<file path="src/hdl/nret_ram.sv">
// ----------------------------------------------------------------------------
// nret_ram
// Generic simple dual-port RAM: one write port, one read port, registered read.
// ----------------------------------------------------------------------------
module nret_ram #(
  parameter int WIDTH = 64,
  parameter int DEPTH = 32
) (
  input  logic                     clk,
  input  logic                     we,
  input  logic [$clog2(DEPTH)-1:0] waddr,
  input  logic [WIDTH-1:0]         wdata,
  input  logic                     re,
  input  logic [$clog2(DEPTH)-1:0] raddr,
  output logic [WIDTH-1:0]         rdata
);

  logic [WIDTH-1:0] mem [DEPTH];

  // Write port
  always_ff @(posedge clk) begin
    if (we) begin
      mem[waddr] <= wdata;
    end
  end

  // Registered read port
  always_ff @(posedge clk) begin
    if (re) begin
      rdata <= mem[raddr];
    end
  end

endmodule

</file>
<file path="config.mk">
export PLATFORM = sky130hd
export DESIGN_NAME = nret_ram
export DESIGN_NICKNAME = d
export VERILOG_FILES = /design/src/hdl/nret_ram.sv
export SDC_FILE = /design/constraint.sdc
export NUM_CORES = 2
export LEC_CHECK = 0
export BUFFER_PORTS_ARGS = -buffer_cell sky130_fd_sc_hd__buf_2
export CORE_ASPECT_RATIO = 0.75
export CORE_MARGIN = 2
export CORE_UTILIZATION = 60
export DETAILED_ROUTE_END_ITERATION = 7
export PLACE_DENSITY = 0.77
export SYNTH_ARGS = -nofsm -noshare
export SYNTH_HDL_FRONTEND = slang
export SYNTH_SLANG_ARGS = --single-unit
</file>
<file path="constraint.sdc">
create_clock -name clk -period 10.9 [get_ports clk]
set_input_delay 0.545 -clock clk [delete_from_list [all_inputs] [get_ports clk]]
set_output_delay 0.545 -clock clk [all_outputs]
set_load 0.01 [all_outputs]
</file>
* Word-level counts from Yosys, hierarchy flattened *
Memory sizes are Yosys's and may differ from the RTL's. A register that Yosys moved wholly into a read port is not among the register bits.
Cells that the tools add are included.

operators by class
  muxes and demuxes = 2
  $lt $le $gt $ge = 0
  reduce and logical (&&, ||, !) cells = 0
  equal/unequal tests = 0
  multipliers = 0
  shifts and indexed selects = 0
  bitwise gates (word level) = 0
  divide/modulo/power cells = 0
  add/subtract/negate cells = 0

operators by type and width
  kind              count
  1-bit 2-to-1 mux  2

storage, ports and cells
  bits in latches = 0
  memories kept = 1
  bits of input ports = 77
  register bits after elaboration = 0
  memory bits (writable) = 2048
  logic and storage cells = 3
  bits in read-only memories = 0

memory list
  memory  depth  bits a word  rd ports  clocked after memory_dff  write ports  RTL line  RTL
  mem     32     64           1         1                         1            18        logic [WIDTH-1:0] mem [DEPTH];

* Longest topological paths before layout *
  word-level depth = 2
  depth in mapped cells = 9

* Worst setup path before layout *
No wires, ideal clock.

  path type = input -> register
  start = in waddr[1]
  end = mem mem[12][0] (enable)
  buffers on the path = 1
  stages = 3
  library setup time = 486 ps
  data arrival time = 3881 ps
  slack = 6533 ps
  path through = or3b_2 > clkbuf_1 > nor2_1

RTL lines
  element             RTL line  RTL
  start: declaration  11        input logic [$clog2(DEPTH)-1:0] waddr,
  end: declaration    18

Straight into the memory's write port.

==> metrics.md <==
| Metric | Value |
|---|---|
| P&R area growth vs syn | 11.08% |
| Crit-path cells | buf_8 > buf_4 > buf_4 > mux4_2 > mux4_2 > mux2_2 |
| Pre-CTS setup slack | 5.968 ns |
| CP max-delay cell | buf_4 |
| Full die area | 135600 µm² |
| Total GRT Usage | 0.2982 |
| Initial antenna violation count | 16 |
| Design area | 88430 µm² |
| VDD IR-drop max | 183.1 µV |
| Buffer depth of the longest clock path | 3 |
| Largest net degree at the start of global routing | 131 |
| Total CTS buffers | 183 |
| Unrepaired setup endpoints after global routing | false |
| Post-Syn Nets | 3174 |
| Synthesized area | 79610 µm² |
| DP Wirelength | 89090 µm |
| GRT overflow | 0 |
| Slew Limit Headroom | 0.2066 |
| Critical path class | input port to flop |
| LEAKAGE | 27.39 nW |
| Layout Skew | 0.03062 ns |
| Crit path largest cell delay | 0.96 ns |
| Ratio of cells with drive above 1 in the final layout | 0.3376 |
| Clock sink count | 2112 |
| Core area | 131400 µm² |
| Via-to-Cell Ratio | 6.973 |
| Cell Area, Placed | 82720 µm² |
| Final setup fails | 0 |
| CP arrival | 4.59 ns |
| Top delay family on crit path | buffers and inverters |
| PortBufs | 140 |
| Hold-fix buffers, CTS | 0 |
| Root buffer cell | clkbuf_16 |
| CTS tree | yes |
| Nets | 3424 |
| Seq/Total Area, Yosys | 0.7967 |
| Tcrit/Tclk final | 0.3679 |
| CP bufs+invs | 3 |
| Starting density of the core | 0.6060 |
| Final setup margin | 6.890 ns |
| Tmin final | 4.010 ns |
| DRT iter0 DRCs | 6268 |
| Rows | 115 |
| Setup Total Neg Slack | 0 ns |
| Worst-Skew Late Latency | 0.82 ns |
| Final Max Slew Viols | 0 |
| Required @ worst endpoint | 11.48 ns |
| Max-cap viol count | 0 |
| Detailed-route wire length | 198200 µm |
| Vias in the first global route | 37770 |
| H-tree depth | 4 |
| Vias post-DR | 36680 |
| Actual slew at the worst max-slew pin | 1.190 ns |
| Yosys reg bits | 2112 |
| GPL Wtd Cong | 0.7436 |
| Post-CTS Setup Bufs | 0 |
| Worst setup EP type | flop |
| Final Hold Fails | 0 |
| Startpoint types | input port |
| Worst hold path type | input port to flop |
| WL/cell | 37.68 µm |
| PwrDens | 182.7 nW/µm² |
| F_max | 249.4 MHz |
| Detailed Routing Iterations Pass 1 | 6 |
| Die Span Y | 319.4 µm |
| First-pass GRT wire length | 278900 µm |
| Yosys synthesis warning count | 0 |
| Syn Area/Cell | 25.70 µm² |
| Die Width | 424.6 µm |
| Post_cts resized | 0 |
| Syn Inst Count | 3097 |
| DRC | 0 |
| Total power | 16.16 mW |
| Run status | finished, final reports clean |
| Netlist cell types | 30 |
| I/O Pins | 141 |
| Antenna-violating nets left | 0 |
| Reg2Reg Setup Slack | 8.91 ns |
| CP max FO | 76 |
| CTS clk-pin slew, worst paths | 0.07 ns |
==> registers in the layout (all words and copies together) (netlist names) <==
register	cells
mem	2048
rdata	64
==> cells in the mapped netlist <==
cell          n  share of area
nand3b_1      5        0.00047
o211ai_1      3        0.00028
a221oi_1     12         0.0013
nor2_1       41         0.0019
or3_1         1       0.000079
a211oi_1      3        0.00028
o31a_1        3        0.00033
clkbuf_1     55         0.0026
and2_1        3        0.00024
edfxtp_1   2112           0.80
o21ai_0       9        0.00057
nand2_1       3        0.00014
inv_2         1       0.000047
a22oi_1       3        0.00028
mux2i_1      38         0.0048
a22o_1        1        0.00011
o221ai_1      3        0.00033
mux4_2      602           0.17
o22ai_1      10        0.00079
o2bb2ai_1     3        0.00033
nand3_1       2        0.00013
buf_6         3        0.00042
mux2_2       74          0.010
buf_1        19        0.00090
or3b_2        2        0.00022
and2_0        1       0.000079
nor2b_1       4        0.00031
nand2b_1      2        0.00016
buf_2        65         0.0041
buf_4        14         0.0013
==> cells by family after synthesis <==
| family | after synthesis | share of synthesized area |
|---|---|---|
| AOI/OAI and AO/OA | 50 | 0.004621 |
| buffers and inverters | 157 | 0.009368 |
| DFF | 2112 | 0.7967 |
| muxes | 714 | 0.1856 |
| and+or+nand+nor | 64 | 0.003757 |
==> metrics by stage <==
step | instances | util | hold slack, ns
floorplan | 3097 | - | 0.6439
global placement | 4917 | 0.6296 | 0.8532
detailed placement | 4917 | 0.6296 | 0.8695
CTS | 5247 | 0.6729 | 0.1395
global route | 5257 | 0.6731 | 0.2072
finish | 5260 | 0.6731 | 0.2017
==> worst paths after layout <==
path,startpoint,endpoint,cells after the start
setup / recovery,raddr[0],rdata[54]$_DFFE_PP_,6
hold / removal,wdata[23],mem[30][23]$_DFFE_PP_,1
setup reg to reg,mem[29][18]$_DFFE_PP_,rdata[18]$_DFFE_PP_,3
hold reg to reg,mem[4][34]$_DFFE_PP_,rdata[34]$_DFFE_PP_,3
==> layout by cell type (no fill, tap or decap), types with 5 or more instances in the layout <==
master,n
buf_2,134
nor2_4,32
bufinv_16,11
mux2i_1,38
nand3b_1,5
clkinv_2,31
nor2_1,9
mux4_2,602
buf_4,77
clkinv_1,48
clkbuf_16,185
diode_2,13
inv_6,7
o22ai_1,10
mux2_2,74
edfxtp_1,2112
o21ai_0,9
buf_12,5
a221oi_1,12
clkbuf_1,35
==> power breakdown <==
part | internal [mW] | switching (mW) | leakage, nW | total [mW]
clock | 3.39 | 2.90 | 2.78 | 6.29
sequential | 9.06 | 0.0447 | 19.1 | 9.11
combinational | 0.327 | 0.436 | 5.54 | 0.764
==> final cells by class <==
type	instances	area, µm²
timing repair buffer	221	1416
multi-input combinational	828	15680
fill	7632	42940
tap	1755	2196
inverter	1	3.754
sequential	2112	63420
clock buffer	220	4761
clock inverter	110	919.6
antenna	13	32.53
==> layer usage <==
| metal | track usage | share of wire | up-vias |
|---|---|---|---|
| li1 | - | - | 14040 |
| met1 | 0.4093 | 0.34 | 19430 |
| met2 | 0.4774 | 0.50 | 2807 |
| met3 | 0.06805 | 0.12 | 396 |
| met4 | 0.1106 | 0.034 | 6 |
| met5 | 0 | 0.00017 | - |
No activity file was read; power rests on OpenSTA's default activity.
