**src/hdl/nret_pkg.sv**
```systemverilog
// ----------------------------------------------------------------------------
// nret_pkg
// Shared types, codes and defaults for the nested region exclusive timer.
// ----------------------------------------------------------------------------
package nret_pkg;

  // Default sizes
  localparam int STACK_DEPTH_DEF  = 32;
  localparam int REGION_COUNT_DEF = 256;

  // Field widths
  localparam int OP_W   = 3;
  localparam int ID_W   = 8;
  localparam int TS_W   = 63;
  localparam int DATA_W = 64;

  // Operation codes
  localparam logic [OP_W-1:0] OP_SCOP_ENTER   = 3'd0;
  localparam logic [OP_W-1:0] OP_SCOP_EXIT    = 3'd1;
  localparam logic [OP_W-1:0] OP_REGION_ENTER = 3'd2;
  localparam logic [OP_W-1:0] OP_REGION_EXIT  = 3'd3;
  localparam logic [OP_W-1:0] OP_READ_TOTAL   = 3'd4;

  // Sequencer states
  typedef enum logic [3:0] {
    ST_CLEAR,
    ST_IDLE,
    ST_DECODE,
    ST_PUSH,
    ST_RD_FRAME,
    ST_CMP,
    ST_FULL,
    ST_EXCL,
    ST_PARENT,
    ST_SCOP,
    ST_TABLE,
    ST_PROG,
    ST_READ,
    ST_DONE
  } state_t;

  // Which operation the shared adder performs this cycle
  typedef enum logic [2:0] {
    ALU_NONE,
    ALU_FULL,
    ALU_EXCL,
    ALU_PARENT,
    ALU_SCOP,
    ALU_TABLE,
    ALU_PROG
  } alu_sel_t;

  // Datapath status seen by the sequencer
  typedef struct packed {
    logic            in_valid;
    logic [OP_W-1:0] op;
    logic            sp_zero;
    logic            sp_one;
    logic            sp_full;
    logic            frame_hit;
    logic            prog_hit;
    logic            id_in_range;
    logic            clr_last;
    logic            out_free;
  } status_t;

  // Sequencer controls to the datapath
  typedef struct packed {
    logic     in_ready;
    logic     clr_we;
    logic     push;
    logic     pop;
    logic     frame_rd;
    logic     child_rd_top;
    logic     child_rd_parent;
    logic     tbl_rd;
    logic     set_overflow;
    logic     set_matched;
    logic     out_load;
    alu_sel_t alu_sel;
  } ctrl_t;

endpackage

```
**src/hdl/nret_alu.sv**
```systemverilog
// ----------------------------------------------------------------------------
// nret_alu
// Shared 64-bit adder/subtractor, reused by the arithmetic steps of the sequencer.
// ----------------------------------------------------------------------------
module nret_alu (
  input  logic [nret_pkg::DATA_W-1:0] a,
  input  logic [nret_pkg::DATA_W-1:0] b,
  input  logic                        sub,
  output logic [nret_pkg::DATA_W-1:0] sum
);
  import nret_pkg::*;

  logic [DATA_W-1:0] b_eff;

  // Two's complement subtract by inverting b and carrying in one
  always_comb begin
    b_eff = sub ? ~b : b;
    sum   = a + b_eff + DATA_W'(sub);
  end

endmodule

```
**config.mk**
```make
export PLATFORM = sky130hd
export DESIGN_NAME = nret_alu
export DESIGN_NICKNAME = d
export VERILOG_FILES = /design/src/hdl/nret_pkg.sv /design/src/hdl/nret_alu.sv
export SDC_FILE = /design/constraint.sdc
export NUM_CORES = 1
export LEC_CHECK = 0
export ABC_CLOCK_PERIOD_IN_PS = 11300
export BUFFER_PORTS_ARGS = -buffer_cell sky130_fd_sc_hd__buf_2
export CORE_MARGIN = 3
export CORE_UTILIZATION = 50
export DETAILED_ROUTE_END_ITERATION = 10
export GPL_ROUTABILITY_DRIVEN = 0
export PLACE_DENSITY_LB_ADDON = 0.2
export SLEW_MARGIN = 10
export SYNTH_ARGS = -nofsm -noshare
export SYNTH_HDL_FRONTEND = slang
export SYNTH_SLANG_ARGS = --single-unit
```
**constraint.sdc**
```tcl
create_clock -name vclk -period 11.3
set_clock_uncertainty 0.2 [all_clocks]
set_input_delay 0.565 -clock vclk [all_inputs]
set_output_delay 0.565 -clock vclk [all_outputs]
set_load 0.01 [all_outputs]
```
# Word level (Yosys, flattened, before mapping)
# Index checks and enable logic that the tools add are counted.
[word_totals]
regBits = 0
inputBits = 129
elab_cells = 4
[classes]
addsub = 2
muxes = 1
bitwise_logic = 1
[op_table]
columns = ["cell", "n"]
rows = [
  ["adder 64 x 1 -> 64 bit", 1],
  ["adder 64 bit", 1],
  ["2-to-1 mux 64 bit", 1],
  ["inverter 64 bit", 1],
]

# Logic depth before layout (Yosys ltp)
[logic_depth]
word_depth = 4
ltp_mapped = 15
mapped_depth_nobuf = 13

# Least setup slack after synthesis
# Ideal clock, no wire load.
[synth_path]
kind = "input-to-output"
start = "input port sub"
end = "output port sum[49] in the netlist's numbering"
arrival_time_ps = 3727
required_time_ps = 10535
slack_ps = 6808
stages = 14
path_buffers = 2
path_cell_list = "buf_4 > buf_1 > xor2_1 > ha_1 > and3_1 > a221o_1 > a21oi_1 > a2111oi_2 > o41a_2 > o21ai_2 > o31ai_1 > and3_1 > a21boi_1 > xnor2_1"
[synth_between]
elab_chain_cells = 3
[synth_lines]
columns = ["item", "line", "source"]
rows = [
  ["start, declared", "nret_alu.sv:8", "input logic sub,"],
  ["2-to-1 mux 64 bit", "nret_alu.sv:17", "b_eff = sub ? ~b : b;"],
  ["adder 64 bit", "nret_alu.sv:18", "sum = a + b_eff + DATA_W'(sub);"],
  ["adder 64 x 1 -> 64 bit *", "nret_alu.sv:18", ""],
  ["end, declared", "nret_alu.sv:9", "output logic [nret_pkg::DATA_W-1:0] sum"],
]
# Every way passes the cells marked *; elsewhere a longest branch is shown, timed or not.

# Worst setup path after layout
[layout_path]
start = "input port sub"
end = "output port sum[40] in the netlist's numbering"
# The elaborated chain is that of the path after synthesis.

==> results.toml <==
[cells_and_area]
mostFrequentLayoutCell = "buf_2"
seqCellArea_um2 = 0
fillers = 761
antenna_cells = 0
seq_cell_count = 0
clkbuf_count = 0
final_cell_mix = "192 x buf_2, 86 x xor2_1, 68 x ha_1"
layout.nets = 958
area_delta_synth_final_pct = 23.4
final_area_mm2 = 0.00521
drive_gt1_share_pct = 26.4

[global_routing]
grt_pass1_wl_mm = 20.6
antenna_found_initial = 1
grt_use_total_pct = 24.2
grt_overflow_total = 0
grt_pass1_vias = 4700
grt_max_degree = 38

[detailed_routing]
vias = 4972
detail_route.vias_per_cell = 5.78
ant_nets = 0
drt-initial-drc-count = 175
drc = 0
firstDrtPassIters = 4
routed_wl_mm = 12.6
wire_per_inst_um = 14.6

[floorplanning]
ios = 193
die_h_um = 97.9
dieWidth_um = 97.9
initial_core_util_pct = 53.0
die-area_mm2 = 0.00958
num_rows = 32
core_area_mm2 = 0.00797

[sta]
max_slew.worst_pin.slew_ns = 0.725
tns_ns = 0
drv_slew = 0
relSlewSlack_pct = 51.0
max_freq_ghz = 0.182
period_minus_slack_ns = 5.50
hold_violations = 0
rsz0062_at_grt = "no"
setup_violations = 0
period_share_pct = 48.7

[clock_tree]
ctsResizeCount = 0
post-cts-setup-buffers = 0
ctsHoldBuffers = 0

[critical_path]
crit_start = "sub"
slowest_delay_ns = 0.63
crit_chain = "buf_4 > buf_4 > xor2_1 > inv_1 > fa_1 > nor2b_1 > o311a_1 > o211ai_1 > a211oi_1 > o32ai_1 > o41ai_1 > a21o_1 > a21oi_1 > xnor2_1 > buf_2"
cp_slowest_cell = "o41ai_1"
critPathMaxFanout = 37
worst_ep_required_time_ns = 10.54
crit_top_cell = "buf_4"
endpoint_kind = "output port"
start_kind = "input port"
worstSetupPathType = "input port to output port"
crit_end = "sum[40]"
cp.arrival_ns = 4.74

[yosys]
syn_area_mm2 = 0.00422
ys_warn_count = 0
synth_area_leaders = "ha_1 20%, xor2_1 18%, xnor2_1 8.3%"
synth-xor-area-share_pct = 26.1
synth_top_area_share_pct = 20.2
synthSimpleGateAreaFrac_pct = 15.7
synth_top_family_by_area = "compound AO/OA/AOI/OAI gates"
muxShareOfSynthArea_pct = 0.712
yosys.area.top_type = "ha_1"
syn-num-nets = 792
netlist_instances = 594
synth-compound-area-share_pct = 32.0
synthAdderAreaFrac_pct = 20.6
synth_cell_types = 54
syn_avg_cell_area_um2 = 7.10
seq_area_frac_synth_pct = 0

[job]
maxCapViolCount = 0

[power_and_ir_drop]
peakVddDrop_mv = 0.0585
powerDensity_mw_per_mm2 = 95.4
design_power_total_uw = 497
p_leak_uw = 0.00277

[run_status]
status = "completed"

[placed_design]
placed_cell_area_mm2 = 0.00521
portBuffers = 193
hpwlAfterDp_mm = 10.8

[worst_hold_path]
hp-class = "input port to output port"
==> stage by stage <==
stage          setup WS [ns]  std cells  utilization (%)  hold slack (ns)
2_1_floorplan           6.81        594                -             1.01
5_1_grt                 5.38        860             65.4             1.27
6_report                5.80        860             65.4             1.27
4_1_cts                 5.81        860             65.4             1.27
3_5_place_dp            5.80        860             65.4             1.27
3_3_place_gp            5.99        860             65.4             1.28
==> layout make-up <==
cell class | instances | area, µm² | area share [%]
Tap cell | 102 | 128 | 2.45
Inverter | 23 | 86.3 | 1.66
Multi-Input combinational cell | 541 | 4020 | 77.2
Timing Repair Buffer | 194 | 976 | 18.7
==> worst min path at each step <==
stage,end,startpoint,cells past startpoint
finish,sum[0],a[0],3
global route,sum[0],a[0],3
detailed placement,sum[0],a[0],3
floorplan,sum[0],b[0],1
CTS,sum[0],a[0],3
global placement,sum[0],a[0],3
==> logic make-up after synthesis <==
family	Yosys count
AO/OA/AOI/OAI	208
XOR/XNOR	126
adder cells (fa/ha/maj)	69
buffers and inverters	53
multiplexers	3
AND/OR/NAND/NOR	135
==> critical path, delay by kind of cell <==
family / cells / cell delay, ns
and+or+nand+nor: 1 / 0.19
xor gates and xnor gates: 2 / 0.39
buffers and inverters: 4 / 1.18
AOI/OAI and AO/OA: 7 / 1.96
adders and majority gates: 1 / 0.43
==> power by group <==
part | switching, µW | internal [µW] | total, µW
logic | 282 | 215 | 497
clock network | 0 | 0 | 0
registers | 0 | 0 | 0
==> synthesized netlist by cell type, types with 2 or more instances <==
cell type  count
a2111oi_0      4
a211o_1        2
a211oi_1       2
a21boi_1       2
a21o_1        46
a21oi_1       66
a221oi_1       3
a31oi_1        3
and2_1         3
and3_1         5
buf_1          6
clkbuf_1      23
ha_1          68
inv_1         22
mux2i_1        3
nand2_1       41
nand2b_1       4
nand3_1        3
nand4_1       27
nor2_1        31
nor2b_1        7
nor3_1         6
o211ai_1       5
o21a_1         8
o21ai_0       16
o21ai_1       22
o21bai_1       9
o221ai_1       2
o31ai_1        3
o41ai_1        2
or3_1          3
xnor2_1       40
xor2_1        86
==> per-layer routing <==
layer  track usage, %  routed length (µm)  up-vias  part of all wire, %
li1                 -                   -     2493                    -
met1             30.8                5310     2258                   42
met2             44.1                6120      199                   49
met3             2.71                 918       20                  7.3
met4             4.47                 214        2                  1.7
met5                0                  13        -                 0.10
No activity file was read; power rests on OpenSTA's default activity.
