<file path="config.mk">
export PLATFORM = sky130hd
export DESIGN_NAME = nret_ctrl
export DESIGN_NICKNAME = d
export VERILOG_FILES = /design/src/hdl/nret_pkg.sv /design/src/hdl/nret_ctrl.sv
export SDC_FILE = /design/constraint.sdc
export NUM_CORES = 1
export LEC_CHECK = 0
export ABC_AREA = 1
export CORE_AREA = 2 2 39 41
export CTS_CLUSTER_SIZE = 10
export DETAILED_ROUTE_END_ITERATION = 16
export DIE_AREA = 0 0 41 43
export DONT_BUFFER_PORTS = 1
export PLACE_DENSITY = 0.53
export SLEW_MARGIN = 15
export SYNTH_ARGS = -nofsm -noshare
export SYNTH_HDL_FRONTEND = slang
export SYNTH_SLANG_ARGS = --single-unit
</file>
<file path="constraint.sdc">
create_clock -name clk -period 1.29 [get_ports clk]
set_clock_uncertainty 0.15 [all_clocks]
set_input_delay 0.387 -clock clk [delete_from_list [all_inputs] [get_ports clk]]
set_output_delay 0.387 -clock clk [all_outputs]
set_load 0.01 [all_outputs]
</file>
<file path="src/hdl/nret_pkg.sv">
// ----------------------------------------------------------------------------
// nret_pkg
// Shared types, codes and defaults for the nested region exclusive timer.
// ----------------------------------------------------------------------------
package nret_pkg;

  // Default sizes
  localparam int STACK_DEPTH_DEF  = 32;
  localparam int REGION_COUNT_DEF = 256;

  // Field widths
  localparam int OP_W   = 3;
  localparam int ID_W   = 8;
  localparam int TS_W   = 63;
  localparam int DATA_W = 64;

  // Operation codes
  localparam logic [OP_W-1:0] OP_SCOP_ENTER   = 3'd0;
  localparam logic [OP_W-1:0] OP_SCOP_EXIT    = 3'd1;
  localparam logic [OP_W-1:0] OP_REGION_ENTER = 3'd2;
  localparam logic [OP_W-1:0] OP_REGION_EXIT  = 3'd3;
  localparam logic [OP_W-1:0] OP_READ_TOTAL   = 3'd4;

  // Sequencer states
  typedef enum logic [3:0] {
    ST_CLEAR,
    ST_IDLE,
    ST_DECODE,
    ST_PUSH,
    ST_RD_FRAME,
    ST_CMP,
    ST_FULL,
    ST_EXCL,
    ST_PARENT,
    ST_SCOP,
    ST_TABLE,
    ST_PROG,
    ST_READ,
    ST_DONE
  } state_t;

  // Which operation the shared adder performs this cycle
  typedef enum logic [2:0] {
    ALU_NONE,
    ALU_FULL,
    ALU_EXCL,
    ALU_PARENT,
    ALU_SCOP,
    ALU_TABLE,
    ALU_PROG
  } alu_sel_t;

  // Datapath status seen by the sequencer
  typedef struct packed {
    logic            in_valid;
    logic [OP_W-1:0] op;
    logic            sp_zero;
    logic            sp_one;
    logic            sp_full;
    logic            frame_hit;
    logic            prog_hit;
    logic            id_in_range;
    logic            clr_last;
    logic            out_free;
  } status_t;

  // Sequencer controls to the datapath
  typedef struct packed {
    logic     in_ready;
    logic     clr_we;
    logic     push;
    logic     pop;
    logic     frame_rd;
    logic     child_rd_top;
    logic     child_rd_parent;
    logic     tbl_rd;
    logic     set_overflow;
    logic     set_matched;
    logic     out_load;
    alu_sel_t alu_sel;
  } ctrl_t;

endpackage

</file>
<file path="src/hdl/nret_ctrl.sv">
// ----------------------------------------------------------------------------
// nret_ctrl
// Sequencer: table clear after reset, then push, unwind, credit, read and program steps per word.
// ----------------------------------------------------------------------------
module nret_ctrl (
  input  logic              clk,
  input  logic              rst,
  input  nret_pkg::status_t status,
  output nret_pkg::ctrl_t   ctrl
);
  import nret_pkg::*;

  state_t state;
  state_t state_next;

  // State register
  always_ff @(posedge clk) begin
    if (rst) begin
      state <= ST_CLEAR;
    end else begin
      state <= state_next;
    end
  end

  // Next state
  always_comb begin
    state_next = state;
    case (state)
      ST_CLEAR:    if (status.clr_last) state_next = ST_IDLE;
      ST_IDLE:     if (status.in_valid) state_next = ST_DECODE;
      ST_DECODE: begin
        case (status.op)
          OP_SCOP_ENTER:   state_next = status.sp_full ? ST_DONE : ST_PUSH;
          OP_SCOP_EXIT:    state_next = status.sp_zero ? ST_DONE : ST_RD_FRAME;
          OP_REGION_ENTER: state_next = status.prog_hit ? ST_PROG : ST_DONE;
          OP_REGION_EXIT:  state_next = status.prog_hit ? ST_PROG : ST_DONE;
          OP_READ_TOTAL:   state_next = status.id_in_range ? ST_READ : ST_DONE;
          default:         state_next = ST_DONE;
        endcase
      end
      ST_PUSH:     state_next = ST_DONE;
      ST_RD_FRAME: state_next = ST_CMP;
      ST_CMP: begin
        if (status.frame_hit) begin
          state_next = ST_FULL;
        end else if (status.sp_one) begin
          state_next = ST_DONE;
        end else begin
          state_next = ST_RD_FRAME;
        end
      end
      ST_FULL:     state_next = ST_EXCL;
      ST_EXCL:     state_next = ST_PARENT;
      ST_PARENT:   state_next = ST_SCOP;
      ST_SCOP:     state_next = status.id_in_range ? ST_TABLE : ST_DONE;
      ST_TABLE:    state_next = ST_DONE;
      ST_PROG:     state_next = ST_DONE;
      ST_READ:     state_next = ST_DONE;
      ST_DONE:     if (status.out_free) state_next = ST_IDLE;
      default:     state_next = ST_IDLE;
    endcase
  end

  // Outputs
  always_comb begin
    ctrl = '0;
    ctrl.alu_sel = ALU_NONE;
    case (state)
      ST_CLEAR:    ctrl.clr_we = 1'b1;
      ST_IDLE:     ctrl.in_ready = 1'b1;
      ST_DECODE: begin
        if (status.op == OP_SCOP_ENTER && status.sp_full) begin
          ctrl.set_overflow = 1'b1;
        end
      end
      ST_PUSH:     ctrl.push = 1'b1;
      ST_RD_FRAME: ctrl.frame_rd = 1'b1;
      ST_CMP: begin
        // hit: fetch child time of the top frame; miss: discard the frame unless it is the last one
        if (status.frame_hit) begin
          ctrl.child_rd_top = 1'b1;
        end else if (!status.sp_one) begin
          ctrl.pop = 1'b1;
        end
      end
      ST_FULL:     ctrl.alu_sel = ALU_FULL;
      ST_EXCL: begin
        ctrl.alu_sel         = ALU_EXCL;
        ctrl.child_rd_parent = 1'b1;
      end
      ST_PARENT: begin
        ctrl.alu_sel     = ALU_PARENT;
        ctrl.pop         = 1'b1;
        ctrl.tbl_rd      = 1'b1;
        ctrl.set_matched = 1'b1;
      end
      ST_SCOP:     ctrl.alu_sel = ALU_SCOP;
      ST_TABLE:    ctrl.alu_sel = ALU_TABLE;
      ST_PROG:     ctrl.alu_sel = ALU_PROG;
      ST_READ:     ctrl.tbl_rd = 1'b1;
      ST_DONE:     ctrl.out_load = status.out_free;
      default:     ctrl.alu_sel = ALU_NONE;
    endcase
  end

endmodule

</file>
**After elaboration in Yosys (flattened, before gate mapping)**

Cells that the tools add are included.

- Bits in latches: 0
- Memory bits (writable): 0
- Bits in registers: 4
- Memories kept: 0
- Memory bits (read-only): 0
- Input bits: 14

- Bitwise gates (word level): 0
- Mux-type cells: 28
- $mul: 0
- Divide/modulo/power cells: 0
- $lt $le $gt $ge: 0
- Reduce and logical (&&, ||, !) cells: 7
- Equality and inequality tests: 20
- Shifts and indexed selects: 0
- Add/sub/neg operators: 0

Operators with widths:

| kind | count |
|---|---|
| $pmux 4 s11 | 1 |
| $mux 4 | 7 |
| $eq 4x4->1 const B | 6 |
| $pmux 3 s6 | 1 |
| $eq 4x3->1 const B | 4 |
| $pmux 4 s4 | 1 |
| $mux 1 | 15 |
| $eq 4x2->1 const B | 2 |
| $eq 3x2->1 const B | 2 |
| $mux 3 | 2 |
| $ne 2x2->1 const B | 3 |
| $eq 4x1->1 const B | 1 |
| $logic_not 4->1 | 1 |
| $reduce_or 2->1 | 2 |
| $reduce_or 4->1 | 1 |
| $eq 3x1->1 const B | 1 |
| $eq 3x3->1 const B | 1 |
| $logic_not 3->1 | 1 |
| $reduce_and 3->1 | 1 |
| $pmux 1 s2 | 1 |
| $logic_and 1x1->1 | 1 |

**Depth between registers and ports, before layout**

Gate-level depths: netlist of the first run.

- Depth after elaboration: 4
- Gate-level depth with buffers: 9

**Worst setup path after synthesis of the first run**

Ideal clock, no wire load.

- Path kind: reg-to-output
- Start: register state[1]
- End: output ctrl[10] in the netlist's numbering
- Cell stages (with the launch flop): 5
- Required time: 753 ps
- Path buffers: 0
- Arrival time: 928 ps
- Slack: -175 ps
- Cells stage by stage: dfxtp_1 > inv_1 > nand2_1 > nor2_1 > a31o_2

RTL lines:

| element | line | text |
|---|---|---|
| from (decl) | nret_ctrl.sv:13 | `state_t state;` |
| from (signal assigned) | nret_ctrl.sv:21 | `state <= state_next;` |
| to (decl) | nret_ctrl.sv:9 | `output nret_pkg::ctrl_t ctrl` |

==> metrics.md, run 1 <==
| Metric | Value |
|---|---|
| Core area | `1384 µm²` |
| Sequential share of the synthesized area | `15.96%` |
| Tightest Pin Transition | `0.2903 ns` |
| Worst setup EP type | `primary output` |
| Max reg flops | `4` |
| Largest registers | `state (4)` |
| Final Max Tran Viols | `0` |
| NumNets Final | `136` |
| # DRC | `0` |
| Tmin final | `1.624 ns` |
| Die Span Y | `43 µm` |
| Netlist cell types | `14` |
| Max cap viols | `0` |
| Setup tns final | `-4.150 ns` |
| Mean Syn Cell Area | `4.919 µm²` |
| Crit share post-route | `125.9%` |
| #FFs+latches synth | `4` |
| FFs w/ async S/R, synth | `0%` |
| Power density over the cells | `1849 nW/µm²` |
| RR Endpoint | `state[1]` |
| Drt wl/cell | `11.75 µm` |
| Starting DRT DRC Count | `8` |
| Synthesis Warnings | `0` |
| Buffers on Ports | `0` |
| Largest net degree at the start of global routing | `7` |
| Drt total wl | `1610 µm` |
| Worst Slack Setup Final | `-0.3337 ns` |
| CP Launch Point | `state[0]` |
| First-pass GRT wire length | `2332 µm` |
| Number of enable flip-flop cells after synthesis | `0` |
| Commonest cells in the netlist | `nand2_1, nor2_1, inv_1` |
| Num CTS Buffers | `3` |
| Layout area overhead | `75.81%` |
| CTS root buffer | `clkbuf_4` |
| Busiest grt layer | `met2` |
| Die W | `41 µm` |
| CTS tree | `done` |
| Post-Place Worst Slack | `-0.1163 ns` |
| R2R Setup Slk | `-0.13 ns` |
| Final Core Density | `63.74%` |
| Ys flop type | `dfxtp_1` |
| CP Data Arrival Time | `1.09 ns` |
| Boundary Pins | `28` |
| Critical hold path startpoint | `rst` |
| Layout cells sized above 1 | `47.93%` |
| Final hold vios | `0` |
| Max FO, Critical Path | `5` |
| Most common cell in the netlist | `nand2_1` |
| Grt met2 use | `31.25%` |
| Ant diodes | `0` |
| H-tree Lvls | `1` |
| CP required | `0.75 ns` |
| GPL Wtd Cong | `0.8076` |
| Top reg by flops | `state` |
| CTS Buffer Depth | `2` |
| Worst R2R Path Depth | `9` |
| Met1 Track Usage GR | `22.83%` |
| LEAKAGE | `0.4294 nW` |
| Post-route ant nets | `0` |
| Synth top area cells | `nand2_1, nor2_1, dfxtp_1, inv_1, nand3_1` |
| GRT Total Usage | `18.98%` |
| Initial antenna violation count | `0` |
| Hold crit path type | `in2reg` |
| Kind of critical path | `reg2out` |
| Run status | `finished with violations` |
| TritonRoute pass-1 iters | `4` |
| Vias per cell | `5.036` |
| Worst skew pair latency | `0.23 ns` |
| Setup repair after global routing missed its margin | `yes` |
| Synthesized area | `501.7 µm²` |
| Endpoints failing setup | `18` |
| Syn nets | `116` |
| DPL Wire Length | `1189 µm` |
| Num Clock Sinks | `4` |
| Failing checks | `negative setup slack` |
| Worst setup SP type | `register` |
| Relative slew slack | `80.54%` |
| Worst r2r src | `state[3]` |
| Worst Hold Path EP | `state[1]` |
| Post-synth top area share | `18.70%` |
| Largest area contributor in the netlist | `nand2_1` |
| Via Count | `690` |
| Row count | `14` |
| Hold path depth | `1` |
| Grt met3 use | `3.141%` |
| Clock-pin slew of the registers on the worst-case setup and hold paths | `0.04 ns` |
| Full die area | `1763 µm²` |
| VDD IR max | `984.0 µV` |
| Syn Inst Count | `102` |
| Initial core utilization | `36.26%` |
| Number of global-route vias before repair | `586` |
| Max Fclk | `0.6159 GHz` |
| GR Overflow Total | `0` |
layout by cell type, fill, tap and decap left out, types with 3 or more instances in the layout:
cell type / n
dfxtp_4: 4
nand2_1: 19
nor3_2: 3
inv_2: 3
nand3_1: 9
inv_1: 15
o21ai_0: 3
nand2_2: 3
clkbuf_4: 3
buf_4: 9
nand2_4: 3
nor2_4: 8
buf_6: 5
nor2_2: 5
nor2_1: 12
metal layers:
layer	part of all wire, %	vias to the layer above
li1	-	356
met1	42	314
met2	53	18
met3	4.0	2
met4	0.50	0
met5	0	-
stage by stage:
step                hold WS, ns  cell area, µm²  std cells  total power, mW
global route            0.05209           882.1        137            1.757
CTS                     0.05437           792.0        133            1.447
detailed placement       0.3068           616.8        124           0.9562
global placement         0.3064           616.8        124           0.9522
floorplan                0.3012           551.8        102           0.7723
finish                  0.06381           882.1        137            1.631
layout make-up:
type | count | area [µm²]
Sequential cell | 4 | 95.09
Multi-Input combinational cell | 76 | 499.2
Fill cell | 140 | 501.7
Inverter | 22 | 97.59
Tap cell | 16 | 20.02
Clock buffer | 4 | 26.28
Timing Repair Buffer | 15 | 143.9
worst max-delay path by stage:
stage | to | slack [ns] | depth (start not counted)
4_1_cts | ctrl[1] | -0.33 | 5
2_1_floorplan | ctrl[0] | -0.05 | 5
6_report | ctrl[1] | -0.33 | 4
3_3_place_gp | ctrl[10] | -0.11 | 4
3_5_place_dp | ctrl[10] | -0.12 | 4
5_1_grt | ctrl[1] | -0.38 | 4
worst max-delay path, cell delays in order (launching register included):
cell and delay (ns):
dfxtp_4 0.40, inv_4 0.06, nand2_2 0.14, nand2_1 0.12
nor2_4 0.14
power by group:
part	internal (mW)	switching, mW	leakage, nW
combinational	0.513	0.659	0.379
clock	0.116	0.0531	0.0150
sequential	0.183	0.107	0.0355
total	0.813	0.819	0.429
kinds of logic (layout without fill, tap and decap cells):
logic type | after synthesis | count (layout) | share of synthesized area [%]
flip-flops | 4 | 4 | 15.96
AND/OR/NAND/NOR | 71 | 71 | 61.84
AO/OA/AOI/OAI | 5 | 5 | 5.736
buffers and inverters | 22 | 41 | 16.46
repair_timing:
item,CTS,global route
hold buffers,0,0
setup endpoints to repair,17,18
pin swaps,10,6
setup buffers,5,4
resized for setup,33,12
cloned,0,0
(Power assumes the default switching activity.)
==> run 2, diff against run 1 <==
--- a/config.mk
+++ b/config.mk
@@ -7,6 +7,7 @@
 export LEC_CHECK = 0
 export ABC_AREA = 1
 export CORE_AREA = 2 2 39 41
+export CTS_CLUSTER_DIAMETER = 150
 export CTS_CLUSTER_SIZE = 10
 export DETAILED_ROUTE_END_ITERATION = 16
 export DIE_AREA = 0 0 41 43
==> constraint.sdc (replaced) <==
create_clock -name clk -period 1.29 [get_ports clk]
set_clock_uncertainty 0.15 [all_clocks]
set_input_delay 0.258 -clock clk [delete_from_list [all_inputs] [get_ports clk]]
set_output_delay 0.258 -clock clk [all_outputs]
set_load 0.01 [all_outputs]
==> metrics.md, run 2 (synthesis gave the netlist of run 1 again) <==
| Metric | Value |
|---|---|
| Worst setup SP type | `register` |
| Grt met3 use | `2.618%` |
| Boundary Pins | `28` |
| Relative slew slack | `83.93%` |
| Largest registers | `state (4)` |
| CP Data Arrival Time | `1.11 ns` |
| Top Family by Delay on Critical Path | `flip-flops` |
| VDD IR max | `1011 µV` |
| GR Overflow Total | `0` |
| Tot Pwr | `1.750 mW` |
| Max reg flops | `4` |
| Worst Hold Path EP | `state[2]` |
| DPL Wire Length | `1142 µm` |
| Max Fclk | `0.6608 GHz` |
| Met1 Track Usage GR | `27.10%` |
| Num CTS Buffers | `3` |
| Clock-pin slew of the registers on the worst-case setup and hold paths | `0.04 ns` |
| CTS root buffer | `clkbuf_4` |
| Hold path depth | `3` |
| CP required | `0.88 ns` |
| Worst R2R Path Depth | `8` |
| Layout area overhead | `89.28%` |
| Tmin final | `1.513 ns` |
| Critical hold path startpoint | `rst` |
| Most common cell after layout, fill and taps aside | `nand2_1` |
| Non-Filler Instances | `144` |
| Core area | `1384 µm²` |
| Initial antenna violation count | `0` |
| Starting DRT DRC Count | `18` |
| GPL Wtd Cong | `0.7990` |
| Number of global-route vias before repair | `687` |
| Final Max Tran Viols | `0` |
| Worst Hold Slack | `0.04206 ns` |
| Placed cell count | `132` |
| Largest net degree at the start of global routing | `7` |
| GRT Total Usage | `22.51%` |
| Max FO, Critical Path | `6` |
| Commonest cells after routing, fill and taps aside | `nand2_1, buf_4, inv_1` |
| H-tree Lvls | `1` |
| Hold crit path type | `in2reg` |
| CTS Buffer Depth | `2` |
| R2R Setup Slk | `-0.10 ns` |
| Worst path bufs/invs | `2` |
| NumNets Final | `144` |
| Max stage delay cell, worst path | `dfxtp_4` |
| Crit path largest cell delay | `0.38 ns` |
| Layout cells sized above 1 | `51.56%` |
| CTS tree | `done` |
| Initial core utilization | `36.26%` |
| Worst skew pair latency | `0.23 ns` |
| Drt total wl | `1891 µm` |
| Die W | `41 µm` |
| Die Span Y | `43 µm` |
| Post-route ant nets | `0` |
| Row count | `14` |
| Drt wl/cell | `13.13 µm` |
| Buffers on Ports | `0` |
| # DRC | `0` |
| Busiest grt layer | `met2` |
| Tightest Pin Transition | `0.2402 ns` |
| Run status | `finished with violations` |
| Via Count | `753` |
| LEAKAGE | `0.4903 nW` |
| Grt met2 use | `34.38%` |
| Ant diodes | `0` |
| RR Endpoint | `state[1]` |
| TritonRoute pass-1 iters | `4` |
| Worst Slack Setup Final | `-0.2233 ns` |
| Worst r2r src | `state[0]` |
| Max cap viols | `0` |
| Num Clock Sinks | `4` |
| Crit share post-route | `117.3%` |
| Vias per cell | `5.229` |
| Full die area | `1763 µm²` |
| Kind of critical path | `reg2out` |
| Worst setup EP type | `primary output` |
| Setup repair after global routing missed its margin | `yes` |
| CP cell instances | `inv_6 > nand2_8 > nor3_4 > buf_6` |
| Power density over the cells | `1843 nW/µm²` |
| Top reg by flops | `state` |
| First-pass GRT wire length | `2711 µm` |
| Final hold vios | `0` |
| Setup tns final | `-2.534 ns` |
| Failing checks | `negative setup slack` |
| Endpoints failing setup | `17` |
==> run 2: metrics by stage <==
stage	utilization, %	instance area, µm²	setup WS [ns]
5_1_grt	68.63	949.7	-0.2497
3_3_place_gp	45.48	629.4	-0.1097
6_report	68.63	949.7	-0.2233
3_5_place_dp	45.48	629.4	-0.09764
4_1_cts	58.50	809.5	-0.2176
2_1_floorplan	-	504.2	-0.01647
==> run 2: where the power goes <==
part	total (mW)	switching, mW	internal (mW)
Sequential	0.309	0.125	0.184
Combinational	1.29	0.713	0.575
Clock	0.154	0.0496	0.104
Total	1.75	0.888	0.863
==> run 2: metal layers <==
layer / routed length [µm] / up-vias
met2: 1018 / 40
li1: - / 367
met5: 0 / -
met3: 91 / 6
met4: 46 / 0
met1: 735 / 340
==> run 2: repair_timing <==
item / 4_1_cts / 5_1_grt
buffers inserted: 2 / 6
setup endpoints to repair: 18 / 18
hold buffers: 1 / 0
resized for setup: 47 / 23
hold endpoints to repair: 1 / 0
pin swaps: 4 / 6
==> run 2: worst max-delay path by stage <==
stage,start,to,depth (start not counted)
final,state[1],ctrl[8],4
after global routing,state[3],ctrl[10],4
after CTS,state[3],ctrl[5],4
after detailed placement,state[3],ctrl[1],5
after global placement,state[3],ctrl[0],5
after floorplan,state[3],ctrl[0],5
==> run 2: worst reg2reg max path, stage by stage, from the launching register on <==
cell and delay [ns]:
dfxtp_4 0.42, inv_4 0.07, nor2_1 0.21, nand3_1 0.12, o21ai_0 0.09, inv_1 0.06
nand3_1 0.07, nand2_1 0.06, nor2_1 0.08
==> run 2: cell type report <==
class	instances	area, µm²
clock buffer	3	22.52
multi-input combinational	76	510.5
sequential	4	95.09
inverter	22	100.1
fill	113	434.2
timing repair buffer	23	201.4
tap	16	20.02
